--- config.mk ---
export PLATFORM = sky130hd
export DESIGN_NAME = spit_final
export DESIGN_NICKNAME = d
export VERILOG_FILES = /design/src/sv/spit_pkg.sv /design/src/sv/spit_final.sv
export SDC_FILE = /design/constraint.sdc
export NUM_CORES = 2
export LEC_CHECK = 0
export ABC_AREA = 1
export BUFFER_PORTS_ARGS = -buffer_cell sky130_fd_sc_hd__buf_2
export CORE_ASPECT_RATIO = 0.5
export CORE_UTILIZATION = 38
export CTS_BUF_LIST = sky130_fd_sc_hd__clkbuf_4 sky130_fd_sc_hd__clkbuf_8
export CTS_CLUSTER_DIAMETER = 60
export DETAILED_ROUTE_END_ITERATION = 6
export HOLD_SLACK_MARGIN = 0.1
export PLACE_DENSITY = 0.57
export SYNTH_ARGS = -nofsm -noshare
export SYNTH_HDL_FRONTEND = slang
export SYNTH_SLANG_ARGS = --single-unit
export TNS_END_PERCENT = 20
--- constraint.sdc ---
create_clock -name clk -period 8.8 [get_ports clk]
set_clock_uncertainty 0.2 [all_clocks]
set_input_delay 0.44 -clock clk [delete_from_list [all_inputs] [get_ports clk]]
set_output_delay 0.44 -clock clk [all_outputs]
set_load 0.1 [all_outputs]
--- src/sv/spit_pkg.sv ---
// Package with the widths, kind codes and stage payload types of the shape pair test.
`timescale 1ns / 1ps

package spit_pkg;

  // Width of one packed coordinate (signed Q8.8 at the default of 16).
  localparam int COORD_BITS = 16;
  localparam int CW = COORD_BITS;
  // Radius width, fixed by the input fields.
  localparam int RW = 16;

  // Sums and differences of coordinates grow by one bit per step.
  localparam int DW = CW + 1;
  localparam int AW = CW + 2;
  localparam int BW = CW + 3;

  // Circle-circle compare width: squared distance against squared radius sum.
  localparam int CCW = (2 * DW + 1 > 2 * RW + 4) ? 2 * DW + 1 : 2 * RW + 4;
  // Segment squares compare width: endpoint distances against r squared.
  localparam int SGW = (2 * BW + 1 > 2 * RW + 2) ? 2 * BW + 1 : 2 * RW + 2;
  // Cross product width and the split of its magnitude for squaring.
  localparam int XW  = CW + AW + 1;
  localparam int XH  = (XW + 1) / 2;
  // Dot product width.
  localparam int DTW = CW + BW + 1;
  // Width of the squared cross product against r squared times length squared.
  localparam int CRW = (2 * XW > 2 * RW + 2 * CW) ? 2 * XW : 2 * RW + 2 * CW;

  typedef enum logic [1:0] {
    KIND_CC   = 2'd0,
    KIND_CS   = 2'd1,
    KIND_SC   = 2'd2,
    KIND_NONE = 2'd3
  } kind_t;

  typedef logic        [2*CW-1:0] pt_t;
  typedef logic signed [CW-1:0]   crd_t;
  typedef logic signed [DW-1:0]   dsum_t;
  typedef logic signed [AW-1:0]   ax_t;
  typedef logic signed [BW-1:0]   bx_t;
  typedef logic        [RW-1:0]   rad_t;
  typedef logic        [RW:0]     rsum_t;
  typedef logic signed [CCW-1:0]  cc_t;
  typedef logic signed [SGW-1:0]  sg_t;
  typedef logic signed [XW-1:0]   xp_t;
  typedef logic signed [DTW-1:0]  dt_t;
  typedef logic        [XW-1:0]   xm_t;
  typedef logic        [2*RW-1:0] rr_t;
  typedef logic        [2*CW-1:0] ss_t;
  typedef logic        [CRW-1:0]  cr_t;

  // Stage 1: differences and the selected circle and segment.
  typedef struct packed {
    kind_t kind;
    dsum_t dx;
    dsum_t dy;
    rsum_t rs;
    rad_t  r;
    crd_t  vx;
    crd_t  vy;
    ax_t   ax;
    ax_t   ay;
    bx_t   bx;
    bx_t   by;
  } s1_t;

  // Stage 2: all first level products.
  typedef struct packed {
    kind_t kind;
    cc_t   dxx;
    cc_t   dyy;
    cc_t   rs2;
    sg_t   rr;
    sg_t   vxx;
    sg_t   vyy;
    sg_t   axx;
    sg_t   ayy;
    sg_t   bxx;
    sg_t   byy;
    xp_t   cva;
    xp_t   cvb;
    dt_t   dax;
    dt_t   day;
    dt_t   dbx;
    dt_t   dby;
  } s2_t;

  // Stage 3: decided flags plus the operands of the distance-to-line test.
  typedef struct packed {
    kind_t kind;
    logic  cc_hit;
    logic  ss_zero;
    logic  in_a;
    logic  in_b;
    logic  proj;
    xm_t   cm;
    rr_t   rr;
    ss_t   ss;
  } s3_t;

  // Stage 4: partial products of the squared cross product and r squared times length.
  typedef struct packed {
    kind_t kind;
    logic  cc_hit;
    logic  ss_zero;
    logic  in_a;
    logic  in_b;
    logic  proj;
    cr_t   hh;
    cr_t   hl;
    cr_t   ll;
    cr_t   rs;
  } s4_t;

endpackage

--- src/sv/spit_final.sv ---
// Last two stages: squares the cross product in halves and makes the hit decision.
`timescale 1ns / 1ps

module spit_final (
  input  logic          clk,
  input  logic          rst_n,
  input  logic          valid_in,
  output logic          ready_in,
  input  logic          stall_out,
  input  spit_pkg::s3_t s3,
  output logic          valid_r,
  output logic          hit_r
);

  localparam int XLO = spit_pkg::XH;

  logic                             v4_r;
  logic                             ready5;
  logic [spit_pkg::XW-XLO-1:0]      hi;
  logic [XLO-1:0]                   lo;
  spit_pkg::s4_t                    s4_r, s4_nxt;
  spit_pkg::cr_t                    c2;
  logic                             seg_hit;
  logic                             hit_nxt;

  assign ready5   = !valid_r || !stall_out;
  assign ready_in = !v4_r || ready5;

  assign hi = s3.cm[spit_pkg::XW-1:XLO];
  assign lo = s3.cm[XLO-1:0];

  always_comb begin
    s4_nxt.kind    = s3.kind;
    s4_nxt.cc_hit  = s3.cc_hit;
    s4_nxt.ss_zero = s3.ss_zero;
    s4_nxt.in_a    = s3.in_a;
    s4_nxt.in_b    = s3.in_b;
    s4_nxt.proj    = s3.proj;
    s4_nxt.hh      = spit_pkg::cr_t'(hi) * spit_pkg::cr_t'(hi);
    s4_nxt.hl      = spit_pkg::cr_t'(hi) * spit_pkg::cr_t'(lo);
    s4_nxt.ll      = spit_pkg::cr_t'(lo) * spit_pkg::cr_t'(lo);
    s4_nxt.rs      = spit_pkg::cr_t'(s3.rr) * spit_pkg::cr_t'(s3.ss);
  end

  always_comb begin
    c2 = (s4_r.hh << (2 * XLO)) + (s4_r.hl << (XLO + 1)) + s4_r.ll;
    // A point segment hits only from strictly inside the circle.
    if (s4_r.ss_zero) begin
      seg_hit = s4_r.in_a;
    end else if (c2 > s4_r.rs) begin
      seg_hit = 1'b0;
    end else if (s4_r.proj) begin
      seg_hit = 1'b1;
    end else begin
      seg_hit = s4_r.in_a || s4_r.in_b;
    end
    case (s4_r.kind)
      spit_pkg::KIND_CC: hit_nxt = s4_r.cc_hit;
      spit_pkg::KIND_CS: hit_nxt = seg_hit;
      spit_pkg::KIND_SC: hit_nxt = seg_hit;
      default:           hit_nxt = 1'b0;
    endcase
  end

  always_ff @(posedge clk) begin
    if (!rst_n) begin
      v4_r    <= 1'b0;
      valid_r <= 1'b0;
    end else begin
      if (ready_in) begin
        v4_r <= valid_in;
      end
      if (ready5) begin
        valid_r <= v4_r;
      end
    end
  end

  always_ff @(posedge clk) begin
    if (ready_in && valid_in) begin
      s4_r <= s4_nxt;
    end
    if (ready5 && v4_r) begin
      hit_r <= hit_nxt;
    end
  end

endmodule

Word level (Yosys, flattened, before mapping)

Index checks and enable logic that the tools add are counted.

Flip-flop bits (word level): 179
Latch bits: 0
Bits in writable memories: 0
Bits in read-only memories: 0
Input port bits: 110
Output and inout port bits: 3
Word-level logic and storage cells: 36
Memories: 0

Add/subtract/negate cells: 2
Multipliers: 4
Div/mod/pow operators: 0
Magnitude comparators: 1
Equality and inequality tests: 2
Shift-type cells: 0
Muxes and demuxes: 4
Bitwise logic cells: 0
Reduce and logical (&&, ||, !) cells: 10

Operator list:

| operator             | count |
|---|---|
| $add A70 B36 Y70     | 1 |
| $add A70 B54 Y70     | 1 |
| $gt A70 B64 Y1       | 1 |
| $mul A32 B32 Y64     | 1 |
| $mul A18 B18 Y36     | 1 |
| $mul A17 B18 Y35     | 1 |
| $mul A17 B17 Y34     | 1 |
| $logic_not A1 Y1     | 3 |
| $logic_or A1 B1 Y1   | 3 |
| $mux W1              | 3 |
| $eq A2 B1 Y1 const B | 1 |
| $eq A2 B2 Y1 const B | 1 |
| $logic_and A1 B1 Y1  | 2 |
| $logic_not A2 Y1     | 1 |
| $pmux W1 S2          | 1 |
| $reduce_or A2 Y1     | 1 |

Longest topological paths before layout

Depth in word-level cells: 6
Mapped depth: 31
Mapped depth without buffers: 30

Least setup slack after synthesis

No wires, ideal clock.

Kind: input to register
From: input port s3[63] (netlist name)
To: register s4_r[61] (netlist name) (data pin)
Setup time: 259 ps
Data arrival time: 6432 ps
Required time: 8341 ps
Setup slack: 1909 ps
Stages: 27
Path buffers: 1
Cell sequence: clkbuf_1 -> nand2_1 -> fa_1 -> inv_1 -> fa_1 -> fa_1 -> inv_1 -> fa_1 -> inv_1 -> fa_1 -> fa_1 -> fa_1 -> inv_1 -> fa_1 -> inv_1 -> ha_1 -> a21oi_1 -> inv_1 -> a31oi_1 -> o21ai_0 -> a21oi_1 -> nand3_2 -> nand2_1 -> o211ai_2 -> nand2_1 -> nand3_1 -> xor2_1

RTL lines:

| item                 | line             | RTL |
|---|---|---|
| start, declared      | spit_final.sv:10 | `input spit_pkg::s3_t s3,` |
| end signal, assigned | spit_final.sv:81 | `s4_r <= s4_nxt;` |
| end, declared        | spit_final.sv:21 | `spit_pkg::s4_t s4_r, s4_nxt;` |

==> flow_summary_export.csv <==
group,metric,value,unit
status,status,"finished, violations left",
status,violations,"design-rule violations",
synthesis,synth_area_per_cell,8.09,um2
synthesis,netlist_top_cells_count,"inv_1 (2836), nand2_1 (2135), fa_1 (1545)",
detailed_routing,drc,1,
synthesis,netlist_area,71500,um2
synthesis,synth_flop_cell,"edfxtp_1",
global_routing,grt_overflow_total,0,
synthesis,async_flop_share,0,%
timing,hold_viol,0,
setup_path,required,8.89,ns
synthesis,yosysSeqAreaShare,7.40,%
global_routing,groute.usage.overall,20.7,%
clocking,clockBufferDepth,2,
clocking,cts.htree.levels,4,
synthesis,synthMostInstantiatedCell,"inv_1",
flow_run,drv_cap,0,
clocking,cts_resized,0,
global_routing,grt_pass1_wl,310000,um
setup_path,critPathCaptureType,"flip-flop",
synthesis,yosysUniqueCellTypes,51,
setup_path,path_class,"input port to flip-flop",
synthesis,synth.largest_area_cell,"fa_1",
floorplanning,ioPinCount,113,
synthesis,synth.top_cells.by_area,"fa_1 (43%), inv_1 (15%), ha_1 (12%)",
detailed_routing,firstDrtPassIters,7,
cells_and_area,stdcell_area,75100,um2
cells_and_area,drive_above_1_share,3.53,%
placement,place.gp.congestion,0.908,
global_routing,grt_pass1_vias,56837,
floorplanning,fp-row-count,112,
timing,period_needed,8.00,ns
floorplanning,die_w,616,um
synthesis,yosys_warnings,0,
setup_path,critPathArrivalTime,8.09,ns
setup_path,worstSetupStartpointType,"input port",
clocking,post_cts_buffers,0,
floorplanning,core,187000,um2
clocking,insertion_delay,0.52,ns
cells_and_area,area.growth.synth_to_final,4.98,%
clocking,cts-buffers-inserted,17,
clocking,root_buffer,"clkbuf_8",
floorplanning,start_util,38.3,%
detailed_routing,ant_nets,0,
timing,setup_viol,0,
placement,portBuffers,112,
detailed_routing,drtIter0Drc,3174,
synthesis,syn_nets,11189,
detailed_routing,wirelength,189000,um
detailed_routing,post_drt_wl_per_cell,16.8,um
global_routing,grt_max_degree,72,
floorplanning,dieArea,190000,um2
synthesis,synth_edf_count,175,
timing,worst_pin_slew,1.04,ns
timing,slew_headroom,30.4,%
synthesis,syn_inst,8843,
detailed_routing,avgViaCountPerCell,4.69,
setup_path,path_max_fanout,27,
timing,fmax,125,MHz
detailed_routing,vias,52759,
clocking,clk_pin_slew_worst_paths,0.12,ns
cells_and_area,nNetsFinal,11076,
synthesis,ys_ff_latch,177,
floorplanning,die_h,309,um
timing,setup-tns-final,0,ns
timing,maxSlewViolCount,0,
global_routing,antenna_found_initial,5,
clocking,postCtsHoldBufs,12,
min_path,hp-class,"flip-flop to flip-flop",
clocking,clkSinkCount,177,
placement,placed_cell_area,74600,um2
timing,finalCritPeriodShare,90.9,%
placement,place_hpwl,158000,um
clocking,cts_tree,"built",
synthesis,yosysTopAreaCellShare,43.2,%
timing,rsz0062_at_grt,"no",
==> state kept, by name (all words and copies together), names as in the netlist <==
signal / flops
hit_r: 1
s4_r: 174
valid_r: 1
v4_r: 1
==> worst paths after layout <==
check	from	end	slack [ns]	depth (start not counted)
setup / recovery	s3[47]	s4_r[46]	0.80	24
hold reg to reg	v4_r	hit_r	0.39	2
hold / removal	v4_r	hit_r	0.39	2
setup reg to reg	s4_r[89]	hit_r	4.45	30
==> cell families (layout without fill, tap and decap cells) <==
family | count (synthesis) | count (layout) | synth area share (%)
other | 0 | 1 | 0
and+or+nand+nor | 2543 | 2543 | 13.8
AOI/OAI and AO/OA | 498 | 498 | 4.13
DFF | 177 | 177 | 7.40
adders and majority gates | 2236 | 2236 | 55.3
xor gates and xnor gates | 217 | 217 | 2.66
buffers and inverters | 3172 | 3072 | 16.6
==> final cells by class <==
cell class,instances,area (um2)
fill,19131,112000
multi-input combinational,5494,54300
inverter,2838,10700
sequential,177,5300
tap,2508,3140
timing repair buffer,202,1270
clock buffer,18,241
clock inverter,14,161
antenna,1,2.50
==> critical path: stages <==
cell      delay, ns
buf_2          0.58
buf_4          0.26
nand2_1        0.06
inv_1          0.11
fa_1           0.46
fa_1           0.54
inv_1          0.08
fa_1           0.51
fa_1           0.51
inv_1          0.05
fa_1           0.58
fa_1           0.44
fa_1           0.51
fa_1           0.48
ha_1           0.42
a21oi_1        0.25
nor2_1         0.06
nor2_1         0.12
a21boi_0       0.45
o21ai_0        0.21
a21oi_2        0.28
o21bai_1       0.16
a21oi_1        0.21
xnor2_1        0.25
==> routing by layer <==
metal | vias to the layer above | wire length (um) | part of all wire (%) | track usage, %
li1 | 24855 | - | - | -
met1 | 26437 | 86200 | 46 | 28.8
met2 | 1270 | 89000 | 47 | 35.3
met3 | 191 | 9950 | 5.3 | 1.90
met4 | 6 | 3390 | 1.8 | 4.07
met5 | - | 30 | 0.016 | 0
==> cell usage in the layout, fill, tap and decap left out, types with 6 or more instances in the layout <==
cell type	n
nand4_1	18
xor2_1	130
a21oi_1	248
a31oi_1	29
a21o_1	17
dlygate4sd3_1	12
buf_4	78
nor2_1	239
nand3_2	6
nor4_1	6
o21a_1	14
buf_2	112
nand2_2	8
a21oi_2	19
o21ai_2	16
nor3_1	30
o21ai_0	86
clkbuf_8	17
nor2_2	11
nand2_1	2135
xnor2_1	87
ha_1	691
o21ai_1	9
fa_1	1545
o21bai_1	18
o211ai_1	11
edfxtp_1	175
inv_1	2835
nand3_1	71
==> metrics by stage <==
step	std cells	util (%)	setup WS (ns)	hold slack, ns
finish	11252	40.2	0.798	0.387
detailed placement	11207	39.9	0.357	0.262
global placement	11207	39.9	0.295	0.260
global route	11252	40.2	0.574	0.378
floorplan	8843	-	1.91	0.247
CTS	11251	40.2	0.875	0.353
Power is not shown: default switching activity piles up to over one toggle a cycle in this logic, so the estimate is an artifact.
