## src/sv/spit_pkg.sv

```systemverilog
// Package with the widths, kind codes and stage payload types of the shape pair test.
`timescale 1ns / 1ps

package spit_pkg;

  // Width of one packed coordinate (signed Q8.8 at the default of 16).
  localparam int COORD_BITS = 16;
  localparam int CW = COORD_BITS;
  // Radius width, fixed by the input fields.
  localparam int RW = 16;

  // Sums and differences of coordinates grow by one bit per step.
  localparam int DW = CW + 1;
  localparam int AW = CW + 2;
  localparam int BW = CW + 3;

  // Circle-circle compare width: squared distance against squared radius sum.
  localparam int CCW = (2 * DW + 1 > 2 * RW + 4) ? 2 * DW + 1 : 2 * RW + 4;
  // Segment squares compare width: endpoint distances against r squared.
  localparam int SGW = (2 * BW + 1 > 2 * RW + 2) ? 2 * BW + 1 : 2 * RW + 2;
  // Cross product width and the split of its magnitude for squaring.
  localparam int XW  = CW + AW + 1;
  localparam int XH  = (XW + 1) / 2;
  // Dot product width.
  localparam int DTW = CW + BW + 1;
  // Width of the squared cross product against r squared times length squared.
  localparam int CRW = (2 * XW > 2 * RW + 2 * CW) ? 2 * XW : 2 * RW + 2 * CW;

  typedef enum logic [1:0] {
    KIND_CC   = 2'd0,
    KIND_CS   = 2'd1,
    KIND_SC   = 2'd2,
    KIND_NONE = 2'd3
  } kind_t;

  typedef logic        [2*CW-1:0] pt_t;
  typedef logic signed [CW-1:0]   crd_t;
  typedef logic signed [DW-1:0]   dsum_t;
  typedef logic signed [AW-1:0]   ax_t;
  typedef logic signed [BW-1:0]   bx_t;
  typedef logic        [RW-1:0]   rad_t;
  typedef logic        [RW:0]     rsum_t;
  typedef logic signed [CCW-1:0]  cc_t;
  typedef logic signed [SGW-1:0]  sg_t;
  typedef logic signed [XW-1:0]   xp_t;
  typedef logic signed [DTW-1:0]  dt_t;
  typedef logic        [XW-1:0]   xm_t;
  typedef logic        [2*RW-1:0] rr_t;
  typedef logic        [2*CW-1:0] ss_t;
  typedef logic        [CRW-1:0]  cr_t;

  // Stage 1: differences and the selected circle and segment.
  typedef struct packed {
    kind_t kind;
    dsum_t dx;
    dsum_t dy;
    rsum_t rs;
    rad_t  r;
    crd_t  vx;
    crd_t  vy;
    ax_t   ax;
    ax_t   ay;
    bx_t   bx;
    bx_t   by;
  } s1_t;

  // Stage 2: all first level products.
  typedef struct packed {
    kind_t kind;
    cc_t   dxx;
    cc_t   dyy;
    cc_t   rs2;
    sg_t   rr;
    sg_t   vxx;
    sg_t   vyy;
    sg_t   axx;
    sg_t   ayy;
    sg_t   bxx;
    sg_t   byy;
    xp_t   cva;
    xp_t   cvb;
    dt_t   dax;
    dt_t   day;
    dt_t   dbx;
    dt_t   dby;
  } s2_t;

  // Stage 3: decided flags plus the operands of the distance-to-line test.
  typedef struct packed {
    kind_t kind;
    logic  cc_hit;
    logic  ss_zero;
    logic  in_a;
    logic  in_b;
    logic  proj;
    xm_t   cm;
    rr_t   rr;
    ss_t   ss;
  } s3_t;

  // Stage 4: partial products of the squared cross product and r squared times length.
  typedef struct packed {
    kind_t kind;
    logic  cc_hit;
    logic  ss_zero;
    logic  in_a;
    logic  in_b;
    logic  proj;
    cr_t   hh;
    cr_t   hl;
    cr_t   ll;
    cr_t   rs;
  } s4_t;

endpackage

```

## src/sv/spit_prep.sv

```systemverilog
// First stage: unpacks the points, selects circle and segment, forms the differences.
`timescale 1ns / 1ps

module spit_prep (
  input  logic           clk,
  input  logic           rst_n,
  input  logic           valid_in,
  output logic           ready_in,
  input  logic           ready_out,
  input  logic [1:0]     req_type,
  input  spit_pkg::pt_t  pos_a,
  input  spit_pkg::pt_t  pos_b,
  input  spit_pkg::rad_t radius_a,
  input  spit_pkg::rad_t radius_b,
  input  spit_pkg::pt_t  offset_a,
  input  spit_pkg::pt_t  offset_b,
  input  spit_pkg::pt_t  seg_vec,
  output logic           valid_r,
  output spit_pkg::s1_t  s1_r
);

  spit_pkg::kind_t  kind;
  logic             swap;
  spit_pkg::crd_t   pax, pay, pbx, pby;
  spit_pkg::crd_t   cx, cy, cox, coy, sx, sy, sox, soy;
  spit_pkg::dsum_t  px, py, qx, qy;
  spit_pkg::ax_t    ax, ay;
  spit_pkg::s1_t    s1_nxt;

  assign ready_in = !valid_r || ready_out;
  assign kind     = spit_pkg::kind_t'(req_type);
  // Segment on side A: the circle is body B.
  assign swap     = (kind == spit_pkg::KIND_SC);

  assign pax = $signed(pos_a[spit_pkg::CW-1:0]);
  assign pay = $signed(pos_a[2*spit_pkg::CW-1:spit_pkg::CW]);
  assign pbx = $signed(pos_b[spit_pkg::CW-1:0]);
  assign pby = $signed(pos_b[2*spit_pkg::CW-1:spit_pkg::CW]);

  always_comb begin
    if (swap) begin
      cx  = pbx;
      cy  = pby;
      cox = $signed(offset_b[spit_pkg::CW-1:0]);
      coy = $signed(offset_b[2*spit_pkg::CW-1:spit_pkg::CW]);
      sx  = pax;
      sy  = pay;
      sox = $signed(offset_a[spit_pkg::CW-1:0]);
      soy = $signed(offset_a[2*spit_pkg::CW-1:spit_pkg::CW]);
    end else begin
      cx  = pax;
      cy  = pay;
      cox = $signed(offset_a[spit_pkg::CW-1:0]);
      coy = $signed(offset_a[2*spit_pkg::CW-1:spit_pkg::CW]);
      sx  = pbx;
      sy  = pby;
      sox = $signed(offset_b[spit_pkg::CW-1:0]);
      soy = $signed(offset_b[2*spit_pkg::CW-1:spit_pkg::CW]);
    end
  end

  always_comb begin
    px = spit_pkg::dsum_t'(cx) + spit_pkg::dsum_t'(cox);
    py = spit_pkg::dsum_t'(cy) + spit_pkg::dsum_t'(coy);
    qx = spit_pkg::dsum_t'(sx) + spit_pkg::dsum_t'(sox);
    qy = spit_pkg::dsum_t'(sy) + spit_pkg::dsum_t'(soy);
    ax = spit_pkg::ax_t'(px) - spit_pkg::ax_t'(qx);
    ay = spit_pkg::ax_t'(py) - spit_pkg::ax_t'(qy);

    s1_nxt.kind = kind;
    s1_nxt.dx   = spit_pkg::dsum_t'(pax) - spit_pkg::dsum_t'(pbx);
    s1_nxt.dy   = spit_pkg::dsum_t'(pay) - spit_pkg::dsum_t'(pby);
    s1_nxt.rs   = {1'b0, radius_a} + {1'b0, radius_b};
    s1_nxt.r    = swap ? radius_b : radius_a;
    s1_nxt.vx   = $signed(seg_vec[spit_pkg::CW-1:0]);
    s1_nxt.vy   = $signed(seg_vec[2*spit_pkg::CW-1:spit_pkg::CW]);
    s1_nxt.ax   = ax;
    s1_nxt.ay   = ay;
    s1_nxt.bx   = spit_pkg::bx_t'(ax) - spit_pkg::bx_t'(s1_nxt.vx);
    s1_nxt.by   = spit_pkg::bx_t'(ay) - spit_pkg::bx_t'(s1_nxt.vy);
  end

  always_ff @(posedge clk) begin
    if (!rst_n) begin
      valid_r <= 1'b0;
    end else if (ready_in) begin
      valid_r <= valid_in;
    end
  end

  always_ff @(posedge clk) begin
    if (ready_in && valid_in) begin
      s1_r <= s1_nxt;
    end
  end

endmodule

```

## config.mk

```make
export PLATFORM = sky130hd
export DESIGN_NAME = spit_prep
export DESIGN_NICKNAME = d
export VERILOG_FILES = /design/src/sv/spit_pkg.sv /design/src/sv/spit_prep.sv
export SDC_FILE = /design/constraint.sdc
export NUM_CORES = 1
export LEC_CHECK = 0
export BUFFER_PORTS_ARGS = -buffer_cell sky130_fd_sc_hd__buf_2
export CAP_MARGIN = 20
export CORE_AREA = 5 5 184 186
export DETAILED_ROUTE_END_ITERATION = 10
export DIE_AREA = 0 0 189 191
export GPL_TIMING_DRIVEN = 1
export PLACE_DENSITY = 0.69
export SLEW_MARGIN = 20
export SYNTH_ARGS = -nofsm -noshare
export SYNTH_HDL_FRONTEND = slang
export SYNTH_SLANG_ARGS = --single-unit
```

## constraint.sdc

```tcl
create_clock -name clk -period 7.1 [get_ports clk]
set_input_delay 1.065 -clock clk [delete_from_list [all_inputs] [get_ports clk]]
set_output_delay 1.065 -clock clk [all_outputs]
set_load 0.01 [all_outputs]
```

== Word-level counts from Yosys, hierarchy flattened ==
Cells that the tools add are included.
Word-level totals
  register bits: 176
  input port bits: 198
  word-level logic and storage cells: 36
Operators by class
  add/sub/neg operators: 11
  mux-type cells: 9
  equality and inequality tests: 1
  reductions and logical operators: 3
Operators by type and width (number)
  two-way mux 16 bit: 9
  adder 16 x 16 -> 17 bit: 5
  subtractor 18 x 16 -> 19 bit: 2
  subtractor 17 x 17 -> 18 bit: 2
  subtractor 16 x 16 -> 17 bit: 2
  == test 2 bit (second input constant): 1
  logical AND 1 bit: 1
  zero test 1 bit: 1
  logical OR 1 bit: 1

== Depth between registers and ports, before layout ==
  depth in word-level cells: 5
  gate-level depth with buffers: 26
  depth with buffers taken out: 24

== Least setup slack after synthesis ==
Ideal clock, no wire load.
  path kind: input-to-reg
  from: in req_type[0]
  to: reg s1_r[35] (netlist bit), data pin
  cell stages on the path: 23
  data arrival time: 6.254 ns
  setup slack: 0.585 ns
  cell sequence: nand2b_1 > clkbuf_1 > clkbuf_1 > buf_1 > mux2i_1 > fa_1 > inv_1 > fa_1 > inv_1 > ha_1 > o21a_1 > a21oi_1 > a21oi_1 > a311o_1 > a21oi_1 > xnor2_1 > ha_1 > a21oi_1 > o21ai_0 > a21o_1 > a221oi_2 > nor3_1 > a311o_1
RTL lines
  start: declaration: RTL line spit_prep.sv:10  | input logic [1:0] req_type,
  end signal: assignment: RTL line spit_prep.sv:93  | s1_r <= s1_nxt;
  end: declaration: RTL line spit_prep.sv:19  | output spit_pkg::s1_t s1_r

==> run_results.csv <==
group,metric,value,unit
outcome,status,"finished, final reports clean",
routing,vias_per_cell,5.21,
clocking,numCtsBuffers,17,
hold_path,hold_depth,2,
routing,antenna_left,0,
clocking,h-tree-depth,4,
routing,firstDrtPassIters,5,
sta,drv_slew,0,
sta,hold_violations,0,
sta,setup_tns,0,ns
grt,grt_max_degree,110,
routing,drtIter0Drc,600,
placement,dp.cells,2132,
floorplanning,die_y,191,um
grt,grt_pass1_wl,57.4,mm
sta,setup_viol,0,
clocking,clock_latency,0.45,ns
sta,tightest_slew,0.942,ns
routing,avgRoutedWirePerCell,17.0,um
sta,fmax,0.158,GHz
placement,gp_congestion,0.968,
clocking,cts_tree,"built",
critical_path,r2r_slack,4.93,ns
synth,synth_area,14200,um2
floorplanning,core.rowCount,66,
power_and_ir_drop,ir_drop,344,uV
grt,grt_use_total,0.199,
sta,max_slew_margin,0.372,
sta,period_minus_slack,6.32,ns
critical_path,critPathKind,"input port to register",
floorplanning,core_area,32100,um2
flow_run,drv_cap,0,
cells_and_area,fill_cells,2886,
critical_path,cp.required,7.29,ns
grt,grt-ovfl-total,0,
synth,yosys.area.top_type_share,0.369,
synth,synth-edff-count,175,
synth,postSynthCellCount,1370,
clocking,cts_setup_buffers,0,
cells_and_area,final_layout_size_suffix_gt1_frac,0.260,
floorplanning,io_pins,375,
routing,routed_wl,36.9,mm
grt,grt_pass1_vias,11400,
clocking,clk_pin_slew,0.07,ns
clocking,cts_resized,0,
placement,hpwl,29.8,mm
synth,yosys-top-cells-area,"edfxtp_1 (37%), ha_1 (11%), fa_1 (10%), mux2i_1 (6.2%), inv_1 (5.7%)",
cells_and_area,fin_cells,2173,
synth,synth-seq-cells,176,
grt,use_met3,0.0535,
routing,drcViolationCount,0,
hold_path,hold_class,"register to register",
grt,use_met2,0.350,
critical_path,start_kind,"input port",
power_and_ir_drop,p_per_area,413,nW/um2
critical_path,end_kind,"register",
sta,finalCritPeriodShare,0.890,
synth,avgSynthCellArea,10.4,um2
grt,grt_busiest_layer,"met2",
synth,ys.flop_type,"edfxtp_1",
grt,antenna_found_initial,13,
synth,synth_top_cell_by_area,"edfxtp_1",
synth,synthesis.nets,1759,
cells_and_area,final_nets,2132,
clocking,cts_root_buf,"clkbuf_16",
cells_and_area,area_growth,20.7,%
synth,async_reset_ff_frac,0,
sta,worst_hold_slack,0.545,ns
power_and_ir_drop,power_leakage,8.42,nW
clocking,cts.sinks,176,
placement,place.port_buffers,374,
grt,use_met1,0.240,
clocking,ctsHoldBuffers,0,
floorplanning,dieArea,36100,um2
synth,seq_area_frac_synth,0.370,
floorplanning,floorplan.initialDensity,0.443,
sta,rsz0062_at_grt,"false",
clocking,clockBufferDepth,2,
critical_path,cp_max_fo,13,
routing,vias,11300,
critical_path,crit_arrival,6.51,ns
synth,ys_types,66,
floorplanning,die-width,189,um
synth,ys_warn_count,0,
critical_path,reg2reg_depth,3,
sta,fin_worst_skew,0.0133,ns
==> metal layers <==
| metal | vias to the layer above | part of all wire |
|---|---|---|
| met5 | - | 0.00073 |
| met4 | 4 | 0.018 |
| met3 | 41 | 0.071 |
| met2 | 350 | 0.50 |
| met1 | 5320 | 0.41 |
| li1 | 5597 | - |
==> cells by family (layout without fill, tap and decap cells) <==
group / count (synthesis) / in the layout / share of synthesized area
and+or+nand+nor: 250 / 250 / 0.0819
adders and majority gates: 191 / 191 / 0.205
buffers and inverters: 244 / 630 / 0.0643
muxes: 114 / 114 / 0.0824
AOI/OAI and AO/OA: 302 / 302 / 0.139
DFF: 176 / 176 / 0.370
other: 0 / 9 / 0
xor gates and xnor gates: 93 / 93 / 0.0572
==> worst paths after layout <==
path                             start                    to
setup / recovery           req_type[0]    s1_r[17]$_DFFE_PP_
hold reg to reg   valid_r$_SDFFE_PN0N_  valid_r$_SDFFE_PN0N_
setup reg to reg  valid_r$_SDFFE_PN0N_    s1_r[71]$_DFFE_PP_
hold / removal    valid_r$_SDFFE_PN0N_  valid_r$_SDFFE_PN0N_
==> registers in the layout (all words and copies together), names as in the netlist <==
name and cells:
s1_r 175, valid_r 1
==> cell usage in the layout (no fill, tap or decap), types with 11 or more instances in the layout <==
cell       count
o21ai_0       66
mux2i_1       88
xnor2_1       69
a211oi_1      11
nor3_1        23
a21o_1        37
clkbuf_16     17
mux2_2        26
fa_1          71
nand2_1       75
inv_1        217
nand3_1       15
buf_2        374
edfxtp_1     175
xor2_1        24
o21ai_1       12
a21oi_1       73
ha_1         120
o21a_1        15
nor2_1        72
nor2b_1       20
==> worst max-delay path, cell delays in order <==
cell	delay, ns
buf_2	0.09
nand2b_4	0.23
buf_4	0.26
mux2_2	0.38
fa_1	0.54
inv_1	0.05
fa_1	0.47
inv_1	0.04
ha_1	0.23
fa_1	0.48
nand3_1	0.10
a31oi_1	0.11
a31oi_1	0.25
nor2b_1	0.19
xnor2_1	0.15
ha_1	0.31
o21ai_2	0.12
nor2_1	0.09
or2_2	0.29
o311ai_0	0.57
a21oi_1	0.20
o22ai_1	0.20
xnor2_1	0.09
==> per-stage QoR <==
stage / power (W) / setup WS [ns] / util / cell area [um2]
after detailed placement: 0.00610 / 0.419 / 0.517 / 16600
after floorplan: 0.00504 / 0.585 / - / 14200
after global routing: 0.00764 / 0.515 / 0.535 / 17200
after global placement: 0.00595 / 0.524 / 0.517 / 16600
after CTS: 0.00706 / 0.899 / 0.534 / 17200
final: 0.00710 / 0.783 / 0.535 / 17200
==> cell type report <==
type                            count  area (um2)  share of cell area
Timing Repair Buffer              381        1950               0.113
Inverter                          217         815              0.0474
Sequential cell                   176        5280               0.307
Tap cell                          408         510              0.0297
Antenna cell                        9        22.5             0.00131
Clock buffer                       18         429              0.0250
Clock inverter                     14         129             0.00750
Multi-Input combinational cell    950        8060               0.469
==> power by group <==
group	leakage [nW]	switching, W	total [W]	internal, W
registers	1.70	0.0000756	0.00178	0.00170
clock network	0.270	0.000441	0.000929	0.000488
logic	6.45	0.00251	0.00439	0.00187
total	8.42	0.00303	0.00710	0.00407
==> cells in the mapped netlist, types with 23 or more instances <==
library cell	count
xor2_1	24
mux2_2	26
ha_1	120
fa_1	71
nand2_1	75
a21o_1	37
nor2_1	72
nor3_1	23
xnor2_1	69
o21ai_0	66
mux2i_1	88
edfxtp_1	175
a21oi_1	73
inv_1	217
(Power assumes the default switching activity.)
